--- src/hw/rtl/r2fft_pkg.sv ---
// shared types, codes and the twiddle generator for the radix-2 fft engine
// no dependencies; imported by every module of the block
package r2fft_pkg;

    // request kinds on the input channel (carried in tuser)
    localparam logic ACT_LOAD = 1'b0;
    localparam logic ACT_READ = 1'b1;

    // configuration register indexes
    localparam logic REG_INVERSE = 1'b0;
    localparam logic REG_SIZE    = 1'b1;

    localparam longint unsigned Q30_ONE    = 64'd1073741824;
    localparam longint unsigned TWO_PI_Q30 = 64'd6746518852;

    typedef enum logic [4:0] {
        ST_IDLE,
        ST_READ,
        ST_SW_RDI,
        ST_SW_RDR,
        ST_SW_WI,
        ST_SW_WR,
        ST_BF_RDQ,
        ST_BF_RDP,
        ST_BF_M0,
        ST_BF_M1,
        ST_BF_M2,
        ST_BF_M3,
        ST_BF_VI,
        ST_BF_WP,
        ST_BF_WQ,
        ST_SC_RD,
        ST_SC_WR
    } r2fft_state_t;

    typedef enum logic [1:0] {
        MUL_RR,
        MUL_II,
        MUL_RI,
        MUL_IR
    } r2fft_mul_sel_t;

    typedef struct packed {
        logic           ld_x;
        logic           ld_u;
        logic           ld_pa;
        logic           ld_vr;
        logic           ld_vi;
        r2fft_mul_sel_t mul_sel;
        logic           inv;
    } r2fft_bfly_ctl_t;

    // unsigned quotient by restoring long division, evaluated at elaboration only
    function automatic longint unsigned udiv(input longint unsigned a,
                                             input longint unsigned b);
        longint unsigned q;
        longint unsigned r;
        q = '0;
        r = '0;
        for (int i = 63; i >= 0; i--) begin
            r = {r[62:0], a[i]};
            if (r >= b) begin
                r    = r - b;
                q[i] = 1'b1;
            end
        end
        return q;
    endfunction

    // cos or sin of 2*pi*t/2^log2m as a rounded q(frac) word, taylor series in q30
    function automatic longint twiddle_word(input int t, input int log2m, input int frac,
                                            input bit is_cos);
        longint unsigned m;
        longint unsigned tt;
        longint unsigned u;
        longint unsigned x;
        longint unsigned x2;
        longint unsigned term;
        longint unsigned d;
        longint          sum;
        longint          r;
        longint          lim;
        bit              upper;
        m     = 64'd1 << log2m;
        tt    = longint'(t);
        upper = tt > (m >> 2);
        u     = upper ? (m >> 1) - tt : tt;
        x     = (u * TWO_PI_Q30 + (m >> 1)) >> log2m;
        x2    = (x * x) >> 30;
        term  = is_cos ? Q30_ONE : x;
        sum   = longint'(term);
        for (int k = 1; k <= 12; k++) begin
            d    = is_cos ? longint'((2 * k - 1) * (2 * k)) : longint'((2 * k) * (2 * k + 1));
            term = udiv((term * x2) >> 30, d);
            if (k[0]) sum = sum - longint'(term);
            else sum = sum + longint'(term);
        end
        if (sum < 0) sum = 0;
        r   = (sum + (longint'(1) <<< (30 - frac - 1))) >>> (30 - frac);
        lim = (longint'(1) <<< frac) - 1;
        if (r > lim) r = lim;
        return (is_cos && upper) ? -r : r;
    endfunction

endpackage

--- src/hw/rtl/r2fft_bfly_unit.sv ---
// butterfly datapath: one shared multiplier, used four times per butterfly
// depends on r2fft_pkg (r2fft_bfly_ctl_t, r2fft_mul_sel_t)
module r2fft_bfly_unit
    import r2fft_pkg::*;
#(
    parameter int DATA_WIDTH    = 32,
    parameter int TWIDDLE_WIDTH = 16
) (
    input  logic                            aclk,
    input  r2fft_bfly_ctl_t                 ctl,
    input  logic [2*DATA_WIDTH-1:0]         rd_data,
    input  logic signed [TWIDDLE_WIDTH-1:0] tw_cos,
    input  logic signed [TWIDDLE_WIDTH-1:0] tw_sin,
    output logic [2*DATA_WIDTH-1:0]         sum_data,
    output logic [2*DATA_WIDTH-1:0]         dif_data
);
    localparam int DW = DATA_WIDTH;
    localparam int TW = TWIDDLE_WIDTH;
    localparam int F  = TW - 1;
    localparam int PW = DW + TW;
    localparam logic signed [DW+1:0] MAXV = {3'b000, {(DW-1){1'b1}}};
    localparam logic signed [DW+1:0] MINV = {3'b111, {(DW-1){1'b0}}};

    logic signed [DW-1:0] xr_reg, xi_reg, ur_reg, ui_reg, vr_reg, vi_reg;
    logic signed [DW:0]   prod_reg, pa_reg;
    logic signed [DW:0]   prod_next;
    logic signed [TW-1:0] wr, wi, mb;
    logic signed [DW-1:0] ma;
    logic signed [PW-1:0] full, rounded;

    function automatic logic signed [DW-1:0] sat_dw(input logic signed [DW+1:0] v);
        logic signed [DW+1:0] r;
        r = v;
        if (v > MAXV) r = MAXV;
        else if (v < MINV) r = MINV;
        return r[DW-1:0];
    endfunction

    assign wr = tw_cos;
    assign wi = ctl.inv ? -tw_sin : tw_sin;

    always_comb begin
        case (ctl.mul_sel)
            MUL_RR: begin ma = xr_reg; mb = wr; end
            MUL_II: begin ma = xi_reg; mb = wi; end
            MUL_RI: begin ma = xr_reg; mb = wi; end
            MUL_IR: begin ma = xi_reg; mb = wr; end
            default: begin ma = xr_reg; mb = wr; end
        endcase
    end

    // product rounded half up back to the data format
    assign full      = PW'(ma) * PW'(mb);
    assign rounded   = full + (PW'(1) <<< (F - 1));
    assign prod_next = rounded[PW-1:F];

    always_ff @(posedge aclk) begin
        prod_reg <= prod_next;
        if (ctl.ld_x) begin
            xr_reg <= rd_data[DW-1:0];
            xi_reg <= rd_data[2*DW-1:DW];
        end
        if (ctl.ld_u) begin
            ur_reg <= rd_data[DW-1:0];
            ui_reg <= rd_data[2*DW-1:DW];
        end
        if (ctl.ld_pa) pa_reg <= prod_reg;
        if (ctl.ld_vr) vr_reg <= sat_dw((DW+2)'(pa_reg) - (DW+2)'(prod_reg));
        if (ctl.ld_vi) vi_reg <= sat_dw((DW+2)'(pa_reg) + (DW+2)'(prod_reg));
    end

    assign sum_data = {sat_dw((DW+2)'(ui_reg) + (DW+2)'(vi_reg)),
                       sat_dw((DW+2)'(ur_reg) + (DW+2)'(vr_reg))};
    assign dif_data = {sat_dw((DW+2)'(ui_reg) - (DW+2)'(vi_reg)),
                       sat_dw((DW+2)'(ur_reg) - (DW+2)'(vr_reg))};

endmodule

--- config.mk ---
export PLATFORM = sky130hd
export DESIGN_NAME = r2fft_bfly_unit
export DESIGN_NICKNAME = d
export VERILOG_FILES = /design/src/hw/rtl/r2fft_pkg.sv /design/src/hw/rtl/r2fft_bfly_unit.sv
export SDC_FILE = /design/constraint.sdc
export NUM_CORES = 2
export LEC_CHECK = 0
export BUFFER_PORTS_ARGS = -buffer_cell sky130_fd_sc_hd__buf_4
export CORE_UTILIZATION = 50
export DETAILED_ROUTE_END_ITERATION = 8
export GPL_TIMING_DRIVEN = 0
export PLACE_DENSITY = 0.68
export SETUP_SLACK_MARGIN = 0.15
export SLEW_MARGIN = 20
export SYNTH_ARGS = -nofsm -noshare
export SYNTH_HDL_FRONTEND = slang
export SYNTH_SLANG_ARGS = --single-unit
export TNS_END_PERCENT = 50
--- constraint.sdc ---
create_clock -name aclk -period 19.8 [get_ports aclk]
set_input_delay 0.99 -clock aclk [delete_from_list [all_inputs] [get_ports aclk]]
set_output_delay 0.99 -clock aclk [all_outputs]
set_load 0.005 [all_outputs]
Word level (Yosys, flattened, before mapping)
Index checks and enable logic that the tools add are counted.
{"block": "word_totals", "reg_bits": 258, "inputBits": 105, "word_cells": 50}
{"block": "op_classes", "add_sub_neg": 8, "mul": 1, "n_lt_le_gt_ge": 12, "eq_ne": 3, "muxes": 13, "n_reduce_logical": 5}
{"cell": "two-way mux 32 bit", "n": 10}
{"cell": "greater-than comparator 33 x 32 -> 1 bit, second input constant", "n": 4}
{"cell": "< comparator 33 x 32 -> 1 bit, second input constant", "n": 4}
{"cell": "greater-than comparator 34 x 32 -> 1 bit, second input constant", "n": 2}
{"cell": "< comparator 34 x 32 -> 1 bit, second input constant", "n": 2}
{"cell": "adder 32 x 32 -> 33 bit", "n": 2}
{"cell": "subtractor 32 x 32 -> 33 bit", "n": 2}
{"cell": "one-hot mux 32 bit (2 select lines)", "n": 1}
{"cell": "adder 48 x 16 -> 48 bit, second input constant", "n": 1}
{"cell": "multiplier 32 x 16 -> 48 bit", "n": 1}
{"cell": "adder 33 x 33 -> 34 bit", "n": 1}
{"cell": "subtractor 33 x 33 -> 34 bit", "n": 1}
{"cell": "one-hot mux 16 bit (2 select lines)", "n": 1}
{"cell": "two-way mux 16 bit", "n": 1}
{"cell": "negator 16 bit", "n": 1}
{"cell": "OR reduction 2 bit", "n": 4}
{"cell": "== test 2 bit, second input constant", "n": 2}
{"cell": "== test 2 x 1 -> 1 bit, second input constant", "n": 1}
{"cell": "logical NOT 2 bit", "n": 1}

Logic depth before layout (Yosys ltp)
{"block": "depth", "ltp_word": 5, "mapped_depth": 33}

Least setup slack after synthesis
Ideal clock, no wire load.
{"block": "synth_path", "kind": "input-to-reg", "from": "input port ctl[2] (netlist bit)", "to": "register prod_reg[26]", "setup_ps": 72, "arrival_ps": 8557, "t_required_ps": 19728, "slack_ps": 11171, "stages": 28, "cell_sequence": "inv_1 -> ha_1 -> nor2_1 -> clkbuf_1 -> clkbuf_1 -> mux2i_1 -> nor2_1 -> fa_1 -> inv_1 -> fa_1 -> fa_1 -> inv_1 -> fa_1 -> fa_1 -> inv_1 -> fa_1 -> inv_1 -> ha_1 -> nand2_1 -> a211oi_1 -> nor4b_1 -> a211o_1 -> a211o_1 -> a31o_2 -> a211oi_1 -> a21oi_1 -> a221oi_1 -> xnor2_1"}
{"block": "synth_between", "elab_chain_len": 5}
{"item": "start, declared", "line_no": "r2fft_bfly_unit.sv:10", "rtl": "input r2fft_bfly_ctl_t ctl,"}
{"item": "== test 2 bit (tied with other cells)", "line_no": "r2fft_bfly_unit.sv:43", "rtl": "case (ctl.mul_sel)"}
{"item": "OR reduction 2 bit (no line)"}
{"item": "one-hot mux 32 bit (2 select lines) / one-hot mux 16 bit (2 select lines) (equally long branches)", "line_no": "r2fft_bfly_unit.sv:43"}
{"item": "multiplier 32 x 16 -> 48 bit *", "line_no": "r2fft_bfly_unit.sv:53", "rtl": "assign full = PW'(ma) * PW'(mb);"}
{"item": "adder 48 x 16 -> 48 bit *", "line_no": "r2fft_bfly_unit.sv:54", "rtl": "assign rounded = full + (PW'(1) <<< (F - 1));"}
{"item": "via rounded[41]", "line_no": "r2fft_bfly_unit.sv:29", "rtl": "logic signed [PW-1:0] full, rounded;"}
{"item": "end signal, assigned", "line_no": "r2fft_bfly_unit.sv:58", "rtl": "prod_reg <= prod_next;"}
{"item": "end, declared", "line_no": "r2fft_bfly_unit.sv:25", "rtl": "logic signed [DW:0] prod_reg, pa_reg;"}
The timed path passes the listed nets; every way through them passes the cells marked *.
A chain may end at the register's enable or synchronous reset.

Final worst setup path
{"block": "layout_path", "from": "input port ctl[1] (netlist bit)", "to": "register prod_reg[32]"}
Same word-level chain as after synthesis.

==> metrics <==
status=finished with violations; failing checks=DRC; area enclosed by the die boundary=approximately 75000 µm²; Residual DRC=48; pin count of the biggest net entering global routing=65; die width=between 200 and 300 µm; worst r2r path cells=23; mux contribution to synthesized area=slightly below 2%; register bit count reported by yosys=around 260; largest family of logic cells by synthesized area=adder cells; proportion of synthesized chip area in sequential cells=about a fifth; number of antenna violations at the first check in global routing=5; xor/xnor cell area share of the yosys netlist=slightly above 5%; global-route wire length before repair=roughly 180000 µm; Required @ worst endpoint=between 20000 and 25000 ps; share of flip-flops with an asynchronous set or reset after synthesis=0%; setup TNS=0 ps; class of the most critical hold timing path=flip-flop to flip-flop; capturing element type of the critical path=flip-flop; cell with the biggest individual delay on the critical path=clkbuf_1; Cell Area, Synth=between 30000 and 40000 µm²; Achievable Freq=0.0958 GHz; post-synthesis compound-gate area fraction=about 14%; Post-Route WL=between 100000 and 150000 µm; worst r2r dst=prod_reg[32]; Simple-Gate Fraction of Synth Area=approximately an eighth; remaining global-route overflow=0; largest fanout on the critical path=10; final layout net count=between 5000 and 6000; number of vias per cell=5.61; Syn-to-layout area delta=10.7%; CTS Root Buffer Type=clkbuf_16; Avg Cell Area, Syn=about 9 µm²; area share of fa/ha/maj cells after synthesis=roughly 37%; GR Util met3=5.80%; worst slew pin tran=between 1000 and 1500 ps; # hold bufs at CTS=0; overall via count from detail_route=about 30000; count of yosys warnings during synthesis=0; met2 routing resource usage after global routing=between 50% and 60%; CTS tree=done; HPWL after DPL=slightly below 100000 µm; Clock Skews=around 40 ps; capturing instance or port of the critical path=prod_reg[32]; post-place instance area=40100 µm²; post-CTS setup buffers=0; r2r startpoint=xr_reg[5]; most frequent cells in the layout=inv_1, fa_1, nand2_1, nor2_1, a21oi_1; Unique masters post-synth=75; Mapped Nets=~5100; number of instances in the placed design=between 5000 and 6000; final worst setup slack=roughly 9400 ps; non-filler cells in the finished layout=5432; clock latency on the worst-skew pair=approximately 600 ps; number of gates on the worst path with buffers counted=29; Top Ports=233; routability congestion estimate from global placement=0.979; global-route usage over all layers=about 31%; post_cts resized=0; Max Transition Viols Final=0; post-detailed-route wirelength per cell=roughly 21 µm; number of buffer and inverter instances along the worst setup path=8; maximum number of buffers from clock root to sink=3; iteration count of the initial detailed-routing pass=8; Initial Utilization=about half; met1 demand-to-capacity share in global routing=about two fifths; starting DRC count in detailed routing=approximately 2700; largest incremental delay on the critical path=between 900 and 1000 ps; global routing's busiest layer=met2; count of port buffers added during placement=~230; Num CTS Buffers=30; count of nets left with antenna violations after detail routing=0; cell family with most CP delay=adder cells; number of failing hold endpoints at the final stage=0; DP Worst Slack=slightly below 9000 ps; Fillers=around 6700; Rows=a little under 100; layout cell share with drive strength beyond 1=around 8.0%; RSZ-0062 raised after global routing=false; Post-synth EDFFs=225; clock-pin slew on the worst setup and hold paths=about 70 ps; DIE HEIGHT=around 270 µm; crit start category=primary input; Max Cap Viol=0; vias in the first global route=30604; fin crit share=a little over half; predominant post-synthesis flop cell=edfxtp_1; slack of the worst reg-to-reg path=around 12000 ps; number of setup violations in the final report=0; Crit Path Class=primary input to flip-flop; # clock sinks=about 260; number of H-tree levels=1; standard cell core area=around 73000 µm²; final non-filler cell area=41100 µm²; cell mode on critical path=fa_1; headroom to the max-slew limit=between 10% and 20%; data arrival time at the worst-slack endpoint=10910 ps; cells after synthesis=4183; timing startpoint of the critical path=ctl[1]; most common library cell in the layout ignoring fill and taps=inv_1; post-route minimum period=approximately 10000 ps; number of cells on the worst hold path=0
[logic make-up after synthesis]
logic type      count (synthesis)
compound gates                832
flops                         258
simple gates                 1004
xor+xnor                      220
fa+ha+maj                     814
buf+inv                       987
mux                            68
[worst min path at each step]
stage                 startpoint          to  slack (ps)
finish              prod_reg[10]  pa_reg[10]         450
global route        prod_reg[11]  pa_reg[11]         470
CTS                 prod_reg[10]  pa_reg[10]         440
detailed placement   prod_reg[4]   pa_reg[4]         450
global placement    prod_reg[11]  pa_reg[11]         450
floorplan           prod_reg[10]  pa_reg[10]         440
[per-layer routing]
metal	part of all wire (%)	vias up
met5	0.016	-
met4	4.6	2
met3	8.5	230
met2	46	1216
met1	41	15054
li1	-	13980
[cell usage after synthesis (all sizes together), types with 5 or more instances]
library cell | count | share of area [%]
dfxtp | 33 | 1.8
a31o | 8 | 0.19
a21o | 94 | 1.9
xnor2 | 167 | 3.9
nor3 | 33 | 0.46
o21a | 27 | 0.55
a2111oi | 6 | 0.19
o41ai | 6 | 0.14
or3 | 14 | 0.24
a41oi | 6 | 0.14
xor2 | 53 | 1.2
o31a | 9 | 0.21
or4 | 6 | 0.12
a21boi | 11 | 0.22
a21oi | 312 | 4.2
a311oi | 8 | 0.19
inv | 803 | 8.1
nand4 | 18 | 0.30
o2111ai | 5 | 0.12
nand2 | 431 | 4.4
or2 | 10 | 0.17
fa | 492 | 27
nor4 | 10 | 0.17
maj3 | 16 | 0.43
a211oi | 23 | 0.46
ha | 306 | 10
mux2 | 35 | 1.1
a31oi | 21 | 0.35
nor2 | 323 | 3.3
clkbuf | 161 | 1.6
o211ai | 17 | 0.34
nand2b | 38 | 0.64
o31ai | 32 | 0.68
o21ai | 157 | 2.1
nand3 | 42 | 0.57
mux2i | 33 | 0.90
a211o | 7 | 0.16
o21bai | 53 | 1.1
and2 | 25 | 0.42
nor2b | 31 | 0.52
and3 | 14 | 0.24
buf | 22 | 0.30
edfxtp | 225 | 18
[area by class of cell]
type / count / area, µm² / area share, %
multi-input combinational: 2938 / 26000 / 63.3
sequential: 258 / 7420 / 18.0
inverter: 804 / 3020 / 7.33
timing repair buffer: 233 / 1750 / 4.26
tap: 959 / 1200 / 2.92
clock buffer: 45 / 847 / 2.06
buffer: 183 / 716 / 1.74
clock inverter: 11 / 153 / 0.371
antenna: 1 / 2.50 / 0.00608
[through the flow]
step                      utilization (%)  hold WS (ps)
after floorplan                         -           437
after global placement               54.8           454
after detailed placement             54.8           453
after CTS                            56.2           440
after global routing                 56.2           471
final                                56.2           447
Power is not shown: default switching activity piles up to over one toggle a cycle in this logic, so the estimate is an artifact.
